[src/rtl/rdc_pkg.sv]
// Shared definitions for the radix digit converter: widths, limits, the
// sequencer state type and the tally split of a digit.
// No dependencies.
`timescale 1ns / 1ps

package rdc_pkg;

    localparam int VALUE_WIDTH = 31;
    localparam int MAX_DIGITS  = 31;

    localparam int BASE_W  = 5;
    localparam int DIGIT_W = 5;
    localparam int DOTS_W  = 3;
    localparam int BARS_W  = 2;

    // Digit counter holds MAX_DIGITS itself; the store index only the entries.
    localparam int CNT_W  = $clog2(MAX_DIGITS + 1);
    localparam int IDX_W  = $clog2(MAX_DIGITS);
    localparam int ITER_W = $clog2(VALUE_WIDTH + 1);

    localparam logic [BASE_W-1:0]  BASE_MIN = BASE_W'(2);
    localparam logic [BASE_W-1:0]  BASE_MAX = BASE_W'(20);
    localparam logic [DIGIT_W-1:0] TALLY    = DIGIT_W'(5);

    typedef enum logic [2:0] {
        S_IDLE,
        S_LOAD,
        S_DIV,
        S_READ,
        S_OUT,
        S_HOLD
    } t_state;

    typedef struct packed {
        logic [DOTS_W-1:0] dots;
        logic [BARS_W-1:0] bars;
    } t_tally;

    // Bars are the digit divided by five, dots the remainder. Digits stay
    // below twenty, so three compares settle the quotient.
    function automatic t_tally tally_split(input logic [DIGIT_W-1:0] digit);
        t_tally               res;
        logic [DIGIT_W-1:0]   rest;
        res  = '0;
        rest = digit;
        if (digit >= DIGIT_W'(3) * TALLY) begin
            res.bars = BARS_W'(3);
            rest     = digit - DIGIT_W'(3) * TALLY;
        end else if (digit >= DIGIT_W'(2) * TALLY) begin
            res.bars = BARS_W'(2);
            rest     = digit - DIGIT_W'(2) * TALLY;
        end else if (digit >= TALLY) begin
            res.bars = BARS_W'(1);
            rest     = digit - TALLY;
        end
        res.dots = rest[DOTS_W-1:0];
        return res;
    endfunction

endpackage

[src/rtl/rdc_ram.sv]
// Generic single-write, single-read memory with registered read data.
// No dependencies.
`timescale 1ns / 1ps

module rdc_ram #(
    parameter int WIDTH = 8,
    parameter int DEPTH = 16,
    parameter int AW    = (DEPTH > 1) ? $clog2(DEPTH) : 1
) (
    input  logic             i_clk,
    input  logic             i_we,
    input  logic [AW-1:0]    i_waddr,
    input  logic [WIDTH-1:0] i_wdata,
    input  logic             i_re,
    input  logic [AW-1:0]    i_raddr,
    output logic [WIDTH-1:0] o_rdata
);

    logic [WIDTH-1:0] r_mem [DEPTH];
    logic [WIDTH-1:0] r_rdata;

    always_ff @(posedge i_clk) begin
        if (i_we) begin
            r_mem[i_waddr] <= i_wdata;
        end
        if (i_re) begin
            r_rdata <= r_mem[i_raddr];
        end
    end

    assign o_rdata = r_rdata;

endmodule

[src/rtl/rdc_divider.sv]
// Bit-serial restoring divider: one quotient bit per cycle of a wide
// dividend by a small divisor. Depends on rdc_pkg.
`timescale 1ns / 1ps

module rdc_divider (
    input  logic                            i_clk,
    input  logic                            i_rst_n,
    input  logic                            i_start,
    input  logic [rdc_pkg::VALUE_WIDTH-1:0] i_dividend,
    input  logic [rdc_pkg::BASE_W-1:0]      i_divisor,
    output logic                            o_done,
    output logic [rdc_pkg::VALUE_WIDTH-1:0] o_quotient,
    output logic [rdc_pkg::BASE_W-1:0]      o_remainder
);

    logic [rdc_pkg::VALUE_WIDTH-1:0] r_q, n_q;
    logic [rdc_pkg::BASE_W-1:0]      r_rem, n_rem;
    logic [rdc_pkg::BASE_W-1:0]      r_div, n_div;
    logic [rdc_pkg::ITER_W-1:0]      r_iter, n_iter;
    logic                            r_busy, n_busy;
    logic                            r_done, n_done;

    logic [rdc_pkg::BASE_W:0] rem_shift;
    logic [rdc_pkg::BASE_W:0] rem_diff;
    logic                     fits;

    // The partial remainder stays below the divisor, so one subtract of the
    // shifted remainder decides each quotient bit.
    assign rem_shift = {r_rem, r_q[rdc_pkg::VALUE_WIDTH-1]};
    assign fits      = rem_shift >= {1'b0, r_div};
    assign rem_diff  = rem_shift - {1'b0, r_div};

    always_comb begin
        n_q    = r_q;
        n_rem  = r_rem;
        n_div  = r_div;
        n_iter = r_iter;
        n_busy = r_busy;
        n_done = 1'b0;
        if (i_start) begin
            n_q    = i_dividend;
            n_rem  = '0;
            n_div  = i_divisor;
            n_iter = rdc_pkg::ITER_W'(rdc_pkg::VALUE_WIDTH);
            n_busy = 1'b1;
        end else if (r_busy) begin
            n_q    = {r_q[rdc_pkg::VALUE_WIDTH-2:0], fits};
            n_rem  = fits ? rem_diff[rdc_pkg::BASE_W-1:0] : rem_shift[rdc_pkg::BASE_W-1:0];
            n_iter = r_iter - rdc_pkg::ITER_W'(1);
            if (r_iter == rdc_pkg::ITER_W'(1)) begin
                n_busy = 1'b0;
                n_done = 1'b1;
            end
        end
    end

    always_ff @(posedge i_clk) begin
        if (!i_rst_n) begin
            r_busy <= 1'b0;
            r_done <= 1'b0;
            r_iter <= '0;
        end else begin
            r_busy <= n_busy;
            r_done <= n_done;
            r_iter <= n_iter;
        end
    end

    always_ff @(posedge i_clk) begin
        r_q   <= n_q;
        r_rem <= n_rem;
        r_div <= n_div;
    end

    assign o_done      = r_done;
    assign o_quotient  = r_q;
    assign o_remainder = r_rem;

endmodule

[src/rtl/radix_digit_converter_core.sv]
// Top level of the radix digit converter: sequencer, digit store and
// output register. Depends on rdc_pkg, rdc_divider and rdc_ram.
`timescale 1ns / 1ps
//
// Channel   Signals                                           Direction
// input     i_in_valid, o_in_ready, i_value, i_base           into block
// output    o_out_valid, i_out_ready, o_digit, o_dots,        out of block
//           o_bars, o_last
//
// Each digit passes through the shared bit-serial divider: a load, one
// quotient bit per cycle, then the done strobe.
// Emitting each digit then takes a registered read of the digit store,
// the load of the output register and the transfer itself, which waits
// for the consumer.
// Reset is synchronous and active low; it returns the sequencer to idle and
// drops the output valid. The digit store needs no clearing.
// The block takes one item at a time: input ready is high only while idle,
// and a stalled output simply holds the current digit.

module radix_digit_converter_core (
    input  logic                            i_clk,
    input  logic                            i_rst_n,
    input  logic                            i_in_valid,
    output logic                            o_in_ready,
    input  logic [rdc_pkg::VALUE_WIDTH-1:0] i_value,
    input  logic [rdc_pkg::BASE_W-1:0]      i_base,
    output logic                            o_out_valid,
    input  logic                            i_out_ready,
    output logic [rdc_pkg::DIGIT_W-1:0]     o_digit,
    output logic [rdc_pkg::DOTS_W-1:0]      o_dots,
    output logic [rdc_pkg::BARS_W-1:0]      o_bars,
    output logic                            o_last
);

    rdc_pkg::t_state r_state, n_state;

    // Running quotient and the clamped base of the item in progress.
    logic [rdc_pkg::VALUE_WIDTH-1:0] r_quot, n_quot;
    logic [rdc_pkg::BASE_W-1:0]      r_base, n_base;

    // Number of digits stored so far, and the store index being emitted.
    logic [rdc_pkg::CNT_W-1:0] r_count, n_count;
    logic [rdc_pkg::IDX_W-1:0] r_idx, n_idx;

    // Output register.
    logic                        r_out_valid, n_out_valid;
    logic [rdc_pkg::DIGIT_W-1:0] r_digit, n_digit;
    logic [rdc_pkg::DOTS_W-1:0]  r_dots, n_dots;
    logic [rdc_pkg::BARS_W-1:0]  r_bars, n_bars;
    logic                        r_last, n_last;

    logic                            div_start;
    logic                            div_done;
    logic [rdc_pkg::VALUE_WIDTH-1:0] div_quot;
    logic [rdc_pkg::BASE_W-1:0]      div_rem;

    logic                        ram_we;
    logic                        ram_re;
    logic [rdc_pkg::DIGIT_W-1:0] ram_rdata;

    logic [rdc_pkg::BASE_W-1:0] base_clamped;
    logic [rdc_pkg::CNT_W-1:0]  count_inc;
    rdc_pkg::t_tally            split;

    logic in_xfer;
    logic out_xfer;

    assign in_xfer  = i_in_valid && o_in_ready;
    assign out_xfer = r_out_valid && i_out_ready;

    // Bases outside 2..20 are pulled to the nearest end of the range.
    always_comb begin
        priority if (i_base < rdc_pkg::BASE_MIN) begin
            base_clamped = rdc_pkg::BASE_MIN;
        end else if (i_base > rdc_pkg::BASE_MAX) begin
            base_clamped = rdc_pkg::BASE_MAX;
        end else begin
            base_clamped = i_base;
        end
    end

    assign count_inc = r_count + rdc_pkg::CNT_W'(1);
    assign split     = rdc_pkg::tally_split(ram_rdata);

    rdc_divider u_divider (
        .i_clk       (i_clk),
        .i_rst_n     (i_rst_n),
        .i_start     (div_start),
        .i_dividend  (r_quot),
        .i_divisor   (r_base),
        .o_done      (div_done),
        .o_quotient  (div_quot),
        .o_remainder (div_rem)
    );

    // Remainders are written least significant first at the running count
    // and read back from the last one written down to entry zero.
    rdc_ram #(
        .WIDTH (rdc_pkg::DIGIT_W),
        .DEPTH (rdc_pkg::MAX_DIGITS)
    ) u_digit_store (
        .i_clk   (i_clk),
        .i_we    (ram_we),
        .i_waddr (r_count[rdc_pkg::IDX_W-1:0]),
        .i_wdata (div_rem),
        .i_re    (ram_re),
        .i_raddr (r_idx),
        .o_rdata (ram_rdata)
    );

    always_comb begin
        n_state     = r_state;
        n_quot      = r_quot;
        n_base      = r_base;
        n_count     = r_count;
        n_idx       = r_idx;
        n_out_valid = r_out_valid;
        n_digit     = r_digit;
        n_dots      = r_dots;
        n_bars      = r_bars;
        n_last      = r_last;
        div_start   = 1'b0;
        ram_we      = 1'b0;
        ram_re      = 1'b0;
        o_in_ready  = 1'b0;
        unique case (r_state)
            rdc_pkg::S_IDLE: begin
                o_in_ready = 1'b1;
                if (in_xfer) begin
                    n_quot  = i_value;
                    n_base  = base_clamped;
                    n_count = '0;
                    n_state = rdc_pkg::S_LOAD;
                end
            end
            rdc_pkg::S_LOAD: begin
                div_start = 1'b1;
                n_state   = rdc_pkg::S_DIV;
            end
            rdc_pkg::S_DIV: begin
                if (div_done) begin
                    // Store this remainder; go on while the quotient is
                    // nonzero and the store still has room.
                    ram_we  = 1'b1;
                    n_quot  = div_quot;
                    n_count = count_inc;
                    if (div_quot != '0 &&
                        count_inc < rdc_pkg::CNT_W'(rdc_pkg::MAX_DIGITS)) begin
                        n_state = rdc_pkg::S_LOAD;
                    end else begin
                        n_idx   = r_count[rdc_pkg::IDX_W-1:0];
                        n_state = rdc_pkg::S_READ;
                    end
                end
            end
            rdc_pkg::S_READ: begin
                ram_re  = 1'b1;
                n_state = rdc_pkg::S_OUT;
            end
            rdc_pkg::S_OUT: begin
                n_out_valid = 1'b1;
                n_digit     = ram_rdata;
                n_dots      = split.dots;
                n_bars      = split.bars;
                n_last      = (r_idx == '0);
                n_state     = rdc_pkg::S_HOLD;
            end
            rdc_pkg::S_HOLD: begin
                if (out_xfer) begin
                    n_out_valid = 1'b0;
                    if (r_last) begin
                        n_state = rdc_pkg::S_IDLE;
                    end else begin
                        n_idx   = r_idx - rdc_pkg::IDX_W'(1);
                        n_state = rdc_pkg::S_READ;
                    end
                end
            end
            default: begin
                n_state = rdc_pkg::S_IDLE;
            end
        endcase
    end

    always_ff @(posedge i_clk) begin
        if (!i_rst_n) begin
            r_state     <= rdc_pkg::S_IDLE;
            r_out_valid <= 1'b0;
            r_count     <= '0;
            r_quot      <= '0;
        end else begin
            r_state     <= n_state;
            r_out_valid <= n_out_valid;
            r_count     <= n_count;
            r_quot      <= n_quot;
        end
    end

    always_ff @(posedge i_clk) begin
        r_base  <= n_base;
        r_idx   <= n_idx;
        r_digit <= n_digit;
        r_dots  <= n_dots;
        r_bars  <= n_bars;
        r_last  <= n_last;
    end

    assign o_out_valid = r_out_valid;
    assign o_digit     = r_digit;
    assign o_dots      = r_dots;
    assign o_bars      = r_bars;
    assign o_last      = r_last;

`ifndef SYNTHESIS

    // No new item is taken while a digit of the previous one is pending.
    a_no_accept_while_out: assert property (
        @(posedge i_clk) disable iff (!i_rst_n)
        r_out_valid |-> !o_in_ready
    ) else $error("input ready while a digit is pending");

    // The divider only reports completion while the sequencer waits for it.
    a_done_in_div: assert property (
        @(posedge i_clk) disable iff (!i_rst_n)
        div_done |-> (r_state == rdc_pkg::S_DIV)
    ) else $error("divider done outside the divide state");

    // Transfer of the final digit returns the block to idle.
    a_last_to_idle: assert property (
        @(posedge i_clk) disable iff (!i_rst_n)
        (out_xfer && r_last) |=> (r_state == rdc_pkg::S_IDLE)
    ) else $error("final digit did not end the item");

    // The digit count never runs past the store.
    a_count_bound: assert property (
        @(posedge i_clk) disable iff (!i_rst_n)
        r_count <= rdc_pkg::CNT_W'(rdc_pkg::MAX_DIGITS)
    ) else $error("digit count beyond store depth");

`endif

endmodule
[config.mk]
export PLATFORM = sky130hd
export DESIGN_NAME = radix_digit_converter_core
export DESIGN_NICKNAME = d
export VERILOG_FILES = /design/src/rtl/rdc_pkg.sv /design/src/rtl/rdc_ram.sv /design/src/rtl/rdc_divider.sv /design/src/rtl/radix_digit_converter_core.sv
export SDC_FILE = /design/constraint.sdc
export NUM_CORES = 1
export LEC_CHECK = 0
export ABC_AREA = 1
export ABC_CLOCK_PERIOD_IN_PS = 4500
export BUFFER_PORTS_ARGS = -buffer_cell sky130_fd_sc_hd__buf_2
export CAP_MARGIN = 40
export CORE_ASPECT_RATIO = 1.1
export CORE_UTILIZATION = 30
export CTS_BUF_LIST = sky130_fd_sc_hd__clkbuf_16
export CTS_CLUSTER_DIAMETER = 80
export DETAILED_ROUTE_END_ITERATION = 10
export PLACE_DENSITY = 0.54
export SKIP_LAST_GASP = 1
export SLEW_MARGIN = 20
export SYNTH_ARGS = -nofsm -noshare
export SYNTH_HDL_FRONTEND = slang
export SYNTH_HIERARCHICAL = 1
export SYNTH_SLANG_ARGS = --single-unit
[constraint.sdc]
create_clock -name i_clk -period 4.5 [get_ports i_clk]
set_clock_uncertainty 0.1 [all_clocks]
set_input_delay 0.225 -clock i_clk [delete_from_list [all_inputs] [get_ports i_clk]]
set_output_delay 0.225 -clock i_clk [all_outputs]
set_load 0.05 [all_outputs]
### Word level (Yosys, flattened, before mapping)

Memory sizes are Yosys's and may differ from the RTL's. A register that Yosys moved wholly into a read port is not among the register bits.
Index checks and enable logic that the tools add are counted.

* $add $sub $neg: 7
* multiplexer cells: 41
* reductions and logical operators: 18
* bitwise gates (word level): 2
* equality and inequality tests: 11
* $lt $le $gt $ge: 7

Operator list (number)
* $mux 31: 4
* $pmux 31 s2: 1
* $mux 5: 10
* $reduce_bool 31->1: 1
* $pmux 5 s2: 2
* $mux 3: 6
* $pmux 3 s6: 1
* $mux 1: 14
* $ge 5x4->1 const B: 2
* $sub 5x1->5 const B: 2
* $ne 2x2->1 const B: 4
* $reduce_bool 2->1: 4
* $eq 3x2->1 const B: 2
* $eq 3x3->1 const B: 2
* $ge 6x5->1: 1
* $reduce_and 3->1: 2
* $sub 3x3->3 const B: 2
* $add 5x1->5 const B: 1
* $eq 5x1->1 const B: 1
* $ge 5x3->1 const B: 1
* $gt 5x5->1 const B: 1
* $logic_not 5->1: 1
* $lt 5x2->1 const B: 1
* $lt 5x5->1 const B: 1
* 13 further kinds: 19

* bits in registers: 109
* output and inout port bits: 13
* bits of input ports: 40
* RAM bits: 155
* logic and storage cells: 105
* memories kept: 1

Memory list
* u_digit_store.r_mem: words 31, width 5, read ports 1, clocked after Yosys merged registers in 1, wr ports 1, line rdc_ram.sv:19 `logic [WIDTH-1:0] r_mem [DEPTH];`

### Longest topological paths before layout

Gate-level depths: netlist (run 1).

* depth after elaboration: 6
* gate-level depth with buffers: 11
* mapped depth without buffers: 11

### By module

The synthesis (run 1) kept the hierarchy.

By module, submodules not included
* rdc_ram: area each 6561.3 sq um, cells an instance 574, instances 1, sequential area each 4804.6 sq um
* radix_digit_converter_core: area each 3034.2 sq um, cells an instance 385, instances 1, sequential area each 1431.4 sq um
* rdc_divider: area each 2258.4 sq um, cells an instance 247, instances 1, sequential area each 1321.3 sq um

### Worst setup path before layout (run 1)

OpenSTA, ideal clock, no wires.

* path type: register to register
* start point: register r_state[0]
* end point: register u_divider.r_q, in the netlist u_divider/o_quotient[0], enable pin
* data arrival time: 2.027 ns
* path slack: 1.987 ns
* path buffers: 1
* stages on the path, launching flop included: 6
* library setup time: 0.386 ns
* clock period less this slack: 2.513 ns
* path through: dfxtp_1 > inv_1 > nor3_1 > buf_6 > nor2_1 > inv_1

* longest elaborated chain between the ends: 3

Ends and longest elaborated chain
* start, declared: line radix_digit_converter_core.sv:35 `rdc_pkg::t_state r_state, n_state;`
* start signal, assigned: line radix_digit_converter_core.sv:187 `r_state <= rdc_pkg::S_IDLE;`
* start signal, assigned: line radix_digit_converter_core.sv:192 `r_state <= n_state;`
* $eq 3x1->1: line radix_digit_converter_core.sv:126 `unique case (r_state)`
* $mux 1: line radix_digit_converter_core.sv:126
* net div_start: line radix_digit_converter_core.sv:52 `logic div_start;`
* $reduce_bool 2->1 (no source line)
* end signal, assigned: line rdc_divider.sv:70 `r_q <= n_q;`
* end, declared: line rdc_divider.sv:16 `logic [rdc_pkg::VALUE_WIDTH-1:0] r_q, n_q;`

The timed path passes the listed nets, and every way through them passes these cells.
A chain may end at the register's enable or synchronous reset.

### Worst setup path after layout (run 1)

* start point: register r_state[1]
* end point: memory u_digit_store/r_mem[16][1] (netlist bit), enable pin

* longest elaborated chain between the ends: 4

Ends and longest elaborated chain
* $eq 3x2->1: line radix_digit_converter_core.sv:126
* $mux 1: line radix_digit_converter_core.sv:126
* net ram_we: line radix_digit_converter_core.sv:57 `logic ram_we;`
* $mux 1: line rdc_ram.sv:23 `if (i_we) begin`
* $mux 1 (not written as such): line rdc_ram.sv:24 `r_mem[i_waddr] <= i_wdata;`
* end, declared: line rdc_ram.sv:19

The timed path passes the listed nets, and every way through them passes these cells.

==> results of run 1 <==
==> cell type report <==
| class | instances | share of cell area (%) |
|---|---|---|
| inverters | 65 | 1.75 |
| multi-input cells | 820 | 27.2 |
| clock inverters | 23 | 1.11 |
| clock buffers | 29 | 5.21 |
| well taps | 507 | 4.56 |
| flip-flops and latches | 269 | 54.3 |
| repair buffers | 104 | 5.84 |
==> kinds of logic (layout without fill, tap and decap cells) <==
group / count (synthesis) / count (layout) / synth area share [%]
AND/OR/NAND/NOR: 695 / 695 / 24.6
flip-flops: 269 / 269 / 63.8
buffers and inverters: 117 / 221 / 4.36
AO/OA/AOI/OAI: 100 / 100 / 4.78
adder cells (fa/ha/maj): 18 / 18 / 1.96
XOR/XNOR: 7 / 7 / 0.517
==> cell usage after synthesis (all sizes together) <==
master and number:
a21boi 1, a21oi 12, a221oi 1, a31o 1, a31oi 34, and2 1, and3 1, buf 32
clkbuf 20, clkinv 1, dfxtp 52, edfxtp 217, fa 1, ha 17, inv 64, nand2 443
nand3 154, nand4 5, nor2 83, nor3 6, o211a 1, o21ai 47, o21bai 1, o31ai 1
o41ai 1, or2 2, xnor2 3, xor2 4
==> state kept, by name, summed over array words and instances, names as in the netlist, 2 cells and up <==
register	cells
r_count	5
u_divider/r_iter	5
o_digit	5
u_digit_store/o_rdata	5
o_dots	3
u_digit_store/r_mem	155
u_divider/r_div	5
u_divider/o_quotient	31
r_base	5
r_idx	5
r_state	3
u_divider/o_remainder	5
r_quot	31
o_bars	2
==> repair_timing <==
item                                    4_1_cts  5_1_grt
gates resized for setup                       0        0
endpoints found under the setup margin        0        0
hold buffers                                 37        0
endpoints found under the hold margin        37        0
==> per-stage QoR <==
step	instance area, um2	total power, W
after floorplan	11900	0.00468
after global placement	12600	0.00515
after detailed placement	12700	0.00522
after CTS	13900	0.00744
after global routing	13900	0.00779
final	13900	0.00735
==> layout by cell type, fill, tap and decap left out, types with 9 or more instances in the layout <==
cell type and n:
nand2_1 441, edfxtp_1 217, nand3_1 153, nor2_1 79, inv_1 60, buf_2 52
dfxtp_1 47, dlygate4sd3_1 37, a31oi_1 34, clkbuf_16 29, o21ai_1 28, o21ai_0 19
ha_1 17, a21oi_1 12, clkinv_1 9, buf_4 9
==> where the power goes <==
part	total [W]	internal [W]	switching [W]
clock network	0.00219	0.00123	0.000962
registers	0.00362	0.00328	0.000331
logic	0.00155	0.000480	0.00107
total	0.00735	0.00499	0.00236
==> worst min-delay path, stage by stage <==
cell	delay, ns
buf_2	0.12
inv_1	0.05
nand2_1	0.06
nand2_1	0.06
nor2_1	0.03
nand2_1	0.06
inv_1	0.03
==> final timing paths <==
kind,from,endpoint,cells past startpoint
setup / recovery,r_state[1],u_digit_store/r_mem[16][1],7
hold / removal,i_in_valid,r_state[1],7
setup reg to reg,r_state[1],u_digit_store/r_mem[16][1],7
hold reg to reg,r_base[1],u_divider/r_div[1],0
==> per-layer routing <==
| metal | track usage [%] | up-vias |
|---|---|---|
| met5 | 0 | - |
| met4 | 2.82 | 0 |
| met3 | 1.90 | 41 |
| met2 | 24.7 | 188 |
| met1 | 18.5 | 4075 |
| li1 | - | 4253 |
==> impl_metrics.csv, run 1 <==
group,metric,value,unit
setup_path,path_buf_inv,2,
power,irDropWorstVdd,0.296,mV
sta,finalMaxSlewViolations,0,
sta,fin_ws,1.28,ns
sta,setup_violations,0,
cts,numCtsBuffers,28,
global_routing,antenna_found_initial,0,
cells_and_area,drive_gt1_share,10.2,%
setup_path,crit_fanout,34,
yosys,syn_nets,1264,
sta,fin_setup_tns,0,ns
cells_and_area,fin_cells,1817,
cells_and_area,utilization,35.6,%
cells_and_area,syn2layout_area_growth,17.5,%
cts,path_clk_slew,0.06,ns
cts,cts_setup_buffers,0,
yosys,synth.distinct_cells,38,
setup_path,r2r_setup_slack,1.28,ns
floorplan,pin_count,53,
floorplan,core,39100,um2
sta,period_needed,3.22,ns
floorplan,initial_core_util,30.3,%
setup_path,required,4.59,ns
setup_path,endpoint_kind,"flop",
sta,period_share,71.6,%
cells_and_area,layout.nets,1346,
yosys,ys_warn_count,6,
cells_and_area,n_antenna_cell,0,
global_routing,gr-usage-all-layers,14.1,%
cts,cts_num_sinks,269,
global_routing,grt_pass1_vias,8486,
setup_path,slowest_stage,"nor2_1",
yosys,synth_top_area_share,55.0,%
yosys,synth_area,11900,um2
sta,rsz0062_at_grt,"no",
global_routing,grt_max_degree,78,
place,post-place-ws,1.27,ns
cells_and_area,seq_area,7560,um2
setup_path,cpPeakStageDelay,0.56,ns
run_status,status,"completed",
sta,fmax,311,MHz
cts,ctsLongestPathBuffers,3,
cts,htree_levels,1,
global_routing,grt-ovfl-total,0,
yosys,netlist_top_cells_area,"edfxtp_1 (55%), nand2_1 (14%), dfxtp_1 (8.8%)",
route,first_pass_iters,7,
place,place.gp.congestion,0.779,
setup_path,critPathLaunchType,"flop",
floorplan,fp.dieW,192,um
cells_and_area,n_fill_cell,3916,
route,drc_errors,0,
route,ant_nets,0,
place,port_buffers,52,
route,wl_per_cell,15.5,um
sta,max-slew-margin-rel,46.6,%
route,dr.first_iter.drc_count,559,
floorplan,rows,76,
run,cap_violations,0,
route,vias_per_cell,4.71,
floorplan,dieArea,40300,um2
route,top_layer,"met4",
power,p_leak,5.41,nW
yosys,yosys.area.top_type,"edfxtp_1",
setup_path,crit_chain,"nand2_1, nor2_4, buf_4, inv_2, nor2_8, nand3_1, nor2_1",
yosys,synth_area_per_cell,9.83,um2
sta,whs,0.0437,ns
setup_path,cp.arrival,3.31,ns
route,wirelength,28.1,mm
floorplan,fp.dieH,210,um
power,p_per_area,528,nW/um2
place,hpwl,17.8,mm
sta,worst_slew_pin_slew,0.802,ns
route,wl_met2,13.8,mm
place,dp_cells,1727,
hold_path,hp-class,"in -> reg",
sta,hold_viol,0,
yosys,ys_seq_area_share,63.8,%
route,m1WireLength,12.5,mm
route,vias,8557,
yosys,synth_cells,1206,
setup_path,critPathKind,"reg -> reg",
yosys,synth-seq-cells,269,
cells_and_area,multi_input_area,3790,um2
cts,root_buffer,"clkbuf_16",
setup_path,cp_top_family,"simple AND/OR/NAND/NOR gates",
route,dr_wl_met3,1.23,mm
global_routing,grt_pass1_wl,44.9,mm
cts,cts_tree,"yes",
cts,clkLatencyLatePin,0.54,ns
Power figures use the tool's default switching activity.
==> run 2: changes to the inputs <==
--- a/config.mk
+++ b/config.mk
@@ -6,7 +6,7 @@
 export NUM_CORES = 1
 export LEC_CHECK = 0
 export ABC_AREA = 1
-export ABC_CLOCK_PERIOD_IN_PS = 4500
+export ABC_CLOCK_PERIOD_IN_PS = 3200
 export BUFFER_PORTS_ARGS = -buffer_cell sky130_fd_sc_hd__buf_2
 export CAP_MARGIN = 40
 export CORE_ASPECT_RATIO = 1.1
==> constraint.sdc (replaced) <==
create_clock -name i_clk -period 3.2 [get_ports i_clk]
set_clock_uncertainty 0.1 [all_clocks]
set_input_delay 0.16 -clock i_clk [delete_from_list [all_inputs] [get_ports i_clk]]
set_output_delay 0.16 -clock i_clk [all_outputs]
set_load 0.05 [all_outputs]
==> run 2 against run 1 <==
  * Fmax increased by 35%
  * Clock power increased by 36%
  * Sequential power increased by 37%
  * Via count about the same
  * Clock-buffer cell count unchanged
  * Routed wire length decreased by 0.89%
  * Critical path type unchanged
  * Largest power group unchanged
  * Highest routed layer unchanged
==> impl_metrics.csv, run 2 (same netlist as run 1, synthesis figures left out) <==
group,metric,value,unit
global_routing,grt_pass1_wl,44.7,mm
route,dr.first_iter.drc_count,544,
sta,setup_violations,0,
floorplan,rows,76,
route,vias_per_cell,4.69,
sta,fin_setup_tns,0,ns
sta,worst_slew_pin_slew,0.788,ns
cells_and_area,drive_gt1_share,9.13,%
place,post-place-ws,0.810,ns
global_routing,grt-ovfl-total,0,
power,p_sw_share,31.8,%
cts,clkLatencyLatePin,0.54,ns
place,hpwl,17.0,mm
global_routing,gr-usage-all-layers,14.0,%
place,port_buffers,52,
sta,fmax,421,MHz
power,p_per_area,738,nW/um2
sta,period_needed,2.38,ns
setup_path,required,3.28,ns
setup_path,cp.arrival,2.46,ns
route,vias,8554,
sta,rsz0062_at_grt,"no",
cts,cts_setup_buffers,0,
global_routing,antenna_found_initial,0,
power,power.share.clock,29.1,%
route,wl_per_cell,15.3,um
place,place.gp.congestion,0.785,
sta,hold_viol,0,
cts,numCtsBuffers,28,
power,p_int,0.00698,W
setup_path,crit_fanout,10,
run,cap_violations,0,
power,power_switching,0.00326,W
cts,cts_resized,0,
global_routing,grt_max_degree,76,
cells_and_area,n_antenna_cell,0,
power,pwr-share-seq,48.3,%
setup_path,endpoint_kind,"flop",
route,drc_errors,0,
floorplan,fp.dieW,192,um
cts,root_buffer,"clkbuf_16",
power,p_comb_share,22.5,%
floorplan,dieArea,40300,um2
cells_and_area,layout_common_cells,"nand2_1 (441), edfxtp_1 (217), nand3_1 (153), nor2_1 (79), inv_1 (73)",
cells_and_area,largest_reg_flops,155,
cells_and_area,largest_register,"u_digit_store/r_mem",
sta,fin_ws,0.823,ns
setup_path,critPathLaunchType,"flop",
power,irDropWorstVdd,0.479,mV
sta,finalMaxSlewViolations,0,
cells_and_area,layout.nets,1351,
cells_and_area,syn2layout_area_growth,17.1,%
floorplan,pin_count,53,
cts,cts_tree,"yes",
setup_path,r2r_setup_slack,0.82,ns
cts,path_clk_slew,0.06,ns
floorplan,initial_core_util,30.3,%
cells_and_area,final_common_cell,"nand2_1",
route,ant_nets,0,
route,wirelength,27.8,mm
cts,ctsLongestPathBuffers,3,
sta,period_share,74.3,%
setup_path,critPathKind,"reg -> reg",
cts,cts_num_sinks,269,
hold_path,hp-class,"in -> reg",
cts,htree_levels,1,
sta,max-slew-margin-rel,47.0,%
global_routing,grt_pass1_vias,8425,
route,first_pass_iters,5,
floorplan,core,39100,um2
power,p_leak,5.46,nW
run_status,status,"completed",
floorplan,fp.dieH,210,um
[run 2: metrics by stage]
stage / total power [W] / area (um2) / instances / util (%) / hold WS, ns
floorplan: 0.00658 / 11900 / 1206 / - / 0.169
global placement: 0.00729 / 12600 / 1731 / 32.4 / 0.275
detailed placement: 0.00731 / 12600 / 1731 / 32.4 / 0.276
CTS: 0.0104 / 13900 / 1822 / 35.5 / 0.0190
global route: 0.0108 / 13900 / 1822 / 35.5 / 0.0440
finish: 0.0102 / 13900 / 1822 / 35.5 / 0.0396
[run 2: path summary, 6_finish.rpt]
path / from / endpoint / depth (start not counted)
max: r_state[1] / u_digit_store/r_mem[1][3] / 6
min: i_base[2] / r_base[0] / 4
max reg2reg: r_state[1] / u_digit_store/r_mem[1][3] / 6
min reg2reg: r_base[1] / u_divider/r_div[1] / 0
[run 2: per-layer routing]
layer  share of wire [%]  GRT usage, %
met5                   0             0
met4                 1.3          2.27
met3                 4.6          1.96
met2                  49          24.1
met1                  46          19.0
[run 2: cell type report]
type	instances	area [um2]
tap	507	634
multi-input combinational	820	3790
fill	3912	25200
clock buffer	29	726
inverter	65	244
clock inverter	23	115
sequential	269	7560
timing repair buffer	109	811
[run 2: power groups by stage]
stage	clock network, W	registers [W]	logic, W
final	0.00298	0.00495	0.00231
after global routing	0.00319	0.00501	0.00264
after CTS	0.00306	0.00495	0.00234
after detailed placement	0	0.00501	0.00230
after global placement	0	0.00501	0.00228
after floorplan	0	0.00504	0.00155
[run 2: worst max-delay path, cell delays in order, from the launching register on]
cell and delay [ns]:
dfxtp_1 0.44, nand2_1 0.14, nor2_4 0.11, inv_2 0.07, nor2_8 0.15, nand3_1 0.47
nor2_1 0.54
[run 2: what timing repair did]
action                                  in CTS  in global routing
hold buffers                                39                  0
endpoints found under the hold margin       40                  0
endpoints found under the setup margin       0                  0
==> run 3: changes to the inputs <==
--- a/config.mk
+++ b/config.mk
@@ -5,8 +5,8 @@
 export SDC_FILE = /design/constraint.sdc
 export NUM_CORES = 1
 export LEC_CHECK = 0
-export ABC_AREA = 1
-export ABC_CLOCK_PERIOD_IN_PS = 3200
+export ABC_AREA = 0
+export ABC_CLOCK_PERIOD_IN_PS = 2100
 export BUFFER_PORTS_ARGS = -buffer_cell sky130_fd_sc_hd__buf_2
 export CAP_MARGIN = 40
 export CORE_ASPECT_RATIO = 1.1
@@ -14,7 +14,7 @@
 export CTS_BUF_LIST = sky130_fd_sc_hd__clkbuf_16
 export CTS_CLUSTER_DIAMETER = 80
 export DETAILED_ROUTE_END_ITERATION = 10
-export PLACE_DENSITY = 0.54
+export PLACE_DENSITY = 0.55
 export SKIP_LAST_GASP = 1
 export SLEW_MARGIN = 20
 export SYNTH_ARGS = -nofsm -noshare
==> constraint.sdc (replaced) <==
create_clock -name i_clk -period 2.1 [get_ports i_clk]
set_clock_uncertainty 0.1 [all_clocks]
set_input_delay 0.105 -clock i_clk [delete_from_list [all_inputs] [get_ports i_clk]]
set_output_delay 0.105 -clock i_clk [all_outputs]
set_load 0.05 [all_outputs]
==> run 3 against run 2 <==
  * Fmax rose by 14%
  * Worst hold slack improved by 0.21 ns
  * Largest power group unchanged
  * Highest routed layer unchanged
  * Critical path depth rose by 2
  * Utilization rose by 2.7 points
  * Clock power rose by 73%
==> impl_metrics.csv, run 3 <==
group,metric,value,unit
power,p_sw_share,25.0,%
route,wl_per_cell,16.7,um
cts,ctsLongestPathBuffers,3,
floorplan,core,39100,um2
yosys,synth-simple-area-share,8.53,%
cts,cts_tree,"yes",
power,p_leak,5.79,nW
sta,max-slew-margin-rel,66.2,%
power,pwr-share-seq,48.0,%
floorplan,initial_core_util,30.3,%
yosys,netlist_top_cells_area,"edfxtp_1 (55%), dfxtp_1 (8.8%), mux2i_1 (5.1%)",
sta,period_needed,2.09,ns
sta,fmax,479,MHz
setup_path,crit_chain,"inv_1, ha_2, inv_2, fa_2, a211o_1, o211a_1, or4_4, o311ai_2",
hold_path,holdPathEnd,"r_base[4]",
floorplan,fp.dieH,211,um
yosys,synthAdderAreaFrac,2.05,%
sta,finalMaxSlewViolations,0,
sta,rsz0062_at_grt,"yes",
hold_path,hp-class,"in -> reg",
route,drc_errors,0,
power,power.share.clock,37.3,%
setup_path,endpoint_kind,"flop",
sta,hold_viol,0,
route,dr.first_iter.drc_count,346,
yosys,ys_seq_area_share,63.7,%
yosys,synth_flop_cell,"edfxtp_1",
sta,worst_slew_pin_slew,0.507,ns
cells_and_area,largest_reg_flops,155,
run_status,status,"completed",
setup_path,cp.arrival,2.45,ns
power,p_per_area,929,nW/um2
setup_path,r2r-end,"u_divider/o_remainder[2]",
global_routing,gr-usage-all-layers,12.7,%
sta,setup_violations,0,
route,vias_per_cell,4.76,
cells_and_area,largest_register,"u_digit_store/r_mem",
place,place.gp.congestion,0.784,
route,ant_nets,0,
power,irDropWorstVdd,0.621,mV
yosys,synth_area,11900,um2
place,place_area,13400,um2
setup_path,required,2.46,ns
setup_path,slowest_stage,"or4_4",
yosys,synth_compound_area_share,8.31,%
sta,period_share,99.4,%
setup_path,cpPeakStageDelay,0.42,ns
hold_path,min_from,"i_base[4]",
run,cap_violations,0,
global_routing,antenna_found_initial,0,
setup_path,crit_fanout,4,
yosys,synth-seq-cells,269,
cts,clkLatencyLatePin,0.57,ns
yosys,syn_nets,874,
yosys,yosys.area.top_type,"edfxtp_1",
cells_and_area,seq_area,7560,um2
power,p_int,0.0104,W
setup_path,critPathKind,"reg -> reg",
yosys,synth_edf_count,217,
setup_path,critPathLaunchType,"flop",
cells_and_area,n_fill_cell,3619,
setup_path,critPathLaunch,"u_divider/o_quotient[30]",
floorplan,fp.dieW,192,um
yosys,ys_warn_count,6,
yosys,synth.distinct_cells,63,
yosys,synth_area_per_cell,14.5,um2
cts,cts_num_sinks,269,
sta,fin_setup_tns,0,ns
route,first_pass_iters,5,
cts,path_clk_slew,0.06,ns
yosys,synth_cells,816,
route,vias,7278,
yosys,synth_top_family_by_area,"multiplexers",
power,power_switching,0.00347,W
power,p_comb_share,14.7,%
cts,numCtsBuffers,30,
yosys,synth.most_common_cell,"edfxtp_1",
yosys,synth_top_area_share,54.9,%
floorplan,rows,76,
setup_path,ff2ff_path_depth,8,
cts,root_buffer,"clkbuf_16",
setup_path,rr_startpoint,"u_divider/o_quotient[30]",
cells_and_area,drive_gt1_share,28.4,%
cells_and_area,syn2layout_area_growth,25.9,%
cells_and_area,postLayoutCellArea,14900,um2
cells_and_area,multi_input_area,4110,um2
yosys,muxShareOfSynthArea,13.7,%
route,wirelength,25.6,mm
global_routing,grt_max_degree,63,
setup_path,r2r_setup_slack,0.01,ns
global_routing,grt-ovfl-total,0,
place,port_buffers,52,
yosys,synth_xor_xnor_area_share,0.960,%
cells_and_area,layout.nets,1057,
cells_and_area,layout_common_cells,"edfxtp_1 (217), buf_4 (91), nand2_1 (64), mux2i_1 (60), buf_2 (52)",
cells_and_area,n_antenna_cell,0,
cells_and_area,final_common_cell,"edfxtp_1",
yosys,synth_async_sr_flop_share,0,%
global_routing,grt_pass1_vias,7221,
floorplan,pin_count,53,
hold_path,hold_path_depth,2,
global_routing,grt_pass1_wl,40.5,mm
cts,htree_levels,1,
yosys,synthTopCellsByCount,"edfxtp_1 (217), nand2_1 (64), mux2i_1 (60), nor2_1 (55), dfxtp_1 (52)",
place,hpwl,17.2,mm
floorplan,dieArea,40300,um2
run 3: changes by cell type after synthesis, moves of 24 or more:
cell     before  now
a31oi_1      34    6
nor2_1       79   55
mux2_2        0   39
o21ai_1      28    0
nand2_1     441   64
inv_1        59   21
mux2i_1       0   60
o211a_1       1   39
nand3_1     153   13
run 3: cell families after synthesis:
family,after synthesis
buf+inv,66
flops,269
compound gates,122
fa+ha+maj,19
mux,123
simple gates,204
xor+xnor,13
run 3: area by class of cell:
cell class	count	share of cell area, %
Clock inverter	24	1.55
Tap cell	507	4.25
Clock buffer	30	5.03
Sequential cell	269	50.6
Timing Repair Buffer	196	10.5
Inverter	21	0.528
Multi-Input combinational cell	481	27.5
run 3: critical path: cells and delay by family (launching register included):
| family | cells | cell delay (ns) |
|---|---|---|
| compound gates | 3 | 0.50 |
| fa+ha+maj | 2 | 0.49 |
| buf+inv | 2 | 0.11 |
| flops | 1 | 0.38 |
| simple gates | 1 | 0.42 |
run 3: how the worst max path moves through the flow:
stage	end	slack, ns
6_report	u_divider/o_remainder[2]	0.01
5_1_grt	u_divider/o_remainder[2]	-0.06
4_1_cts	r_idx[0]	0.003
3_5_place_dp	u_divider/o_remainder[2]	-0.03
3_3_place_gp	u_divider/o_remainder[2]	-0.01
2_1_floorplan	u_divider/o_remainder[2]	-0.02
run 3: metal layers:
metal,vias up,GRT usage [%],wire length (um)
li1,3519,-,-
met1,3617,16.6,11300
met2,115,21.9,12900
met3,27,1.86,877
met4,0,3.17,468
met5,-,0,0
run 3: through the flow:
step | cells | total power, W | utilization, % | worst slack (ns) | hold slack, ns
finish | 1528 | 0.0139 | 38.2 | 0.0126 | 0.249
global route | 1528 | 0.0144 | 38.2 | -0.0572 | 0.250
CTS | 1521 | 0.0140 | 37.9 | 0.00257 | 0.226
detailed placement | 1425 | 0.00872 | 34.3 | -0.0277 | 0.262
global placement | 1425 | 0.00869 | 34.3 | -0.0149 | 0.255
floorplan | 816 | 0.00795 | - | -0.0221 | 0.119
run 3: power by group through the flow:
| stage | Sequential (W) | Combinational [W] | Clock (W) |
|---|---|---|---|
| after detailed placement | 0.00677 | 0.00195 | 0 |
| final | 0.00666 | 0.00204 | 0.00517 |
| after floorplan | 0.00690 | 0.00104 | 0 |
| after global placement | 0.00677 | 0.00193 | 0 |
| after global routing | 0.00670 | 0.00224 | 0.00550 |
| after CTS | 0.00666 | 0.00201 | 0.00530 |
run 3: repair_timing:
action / in CTS / in global routing
pin swaps: 2 / 6
endpoints found under the hold margin: 45 / 0
hold buffers: 42 / 0
resized for setup: 0 / 14
setup buffers: 0 / 7
setup endpoints to repair: 1 / 20
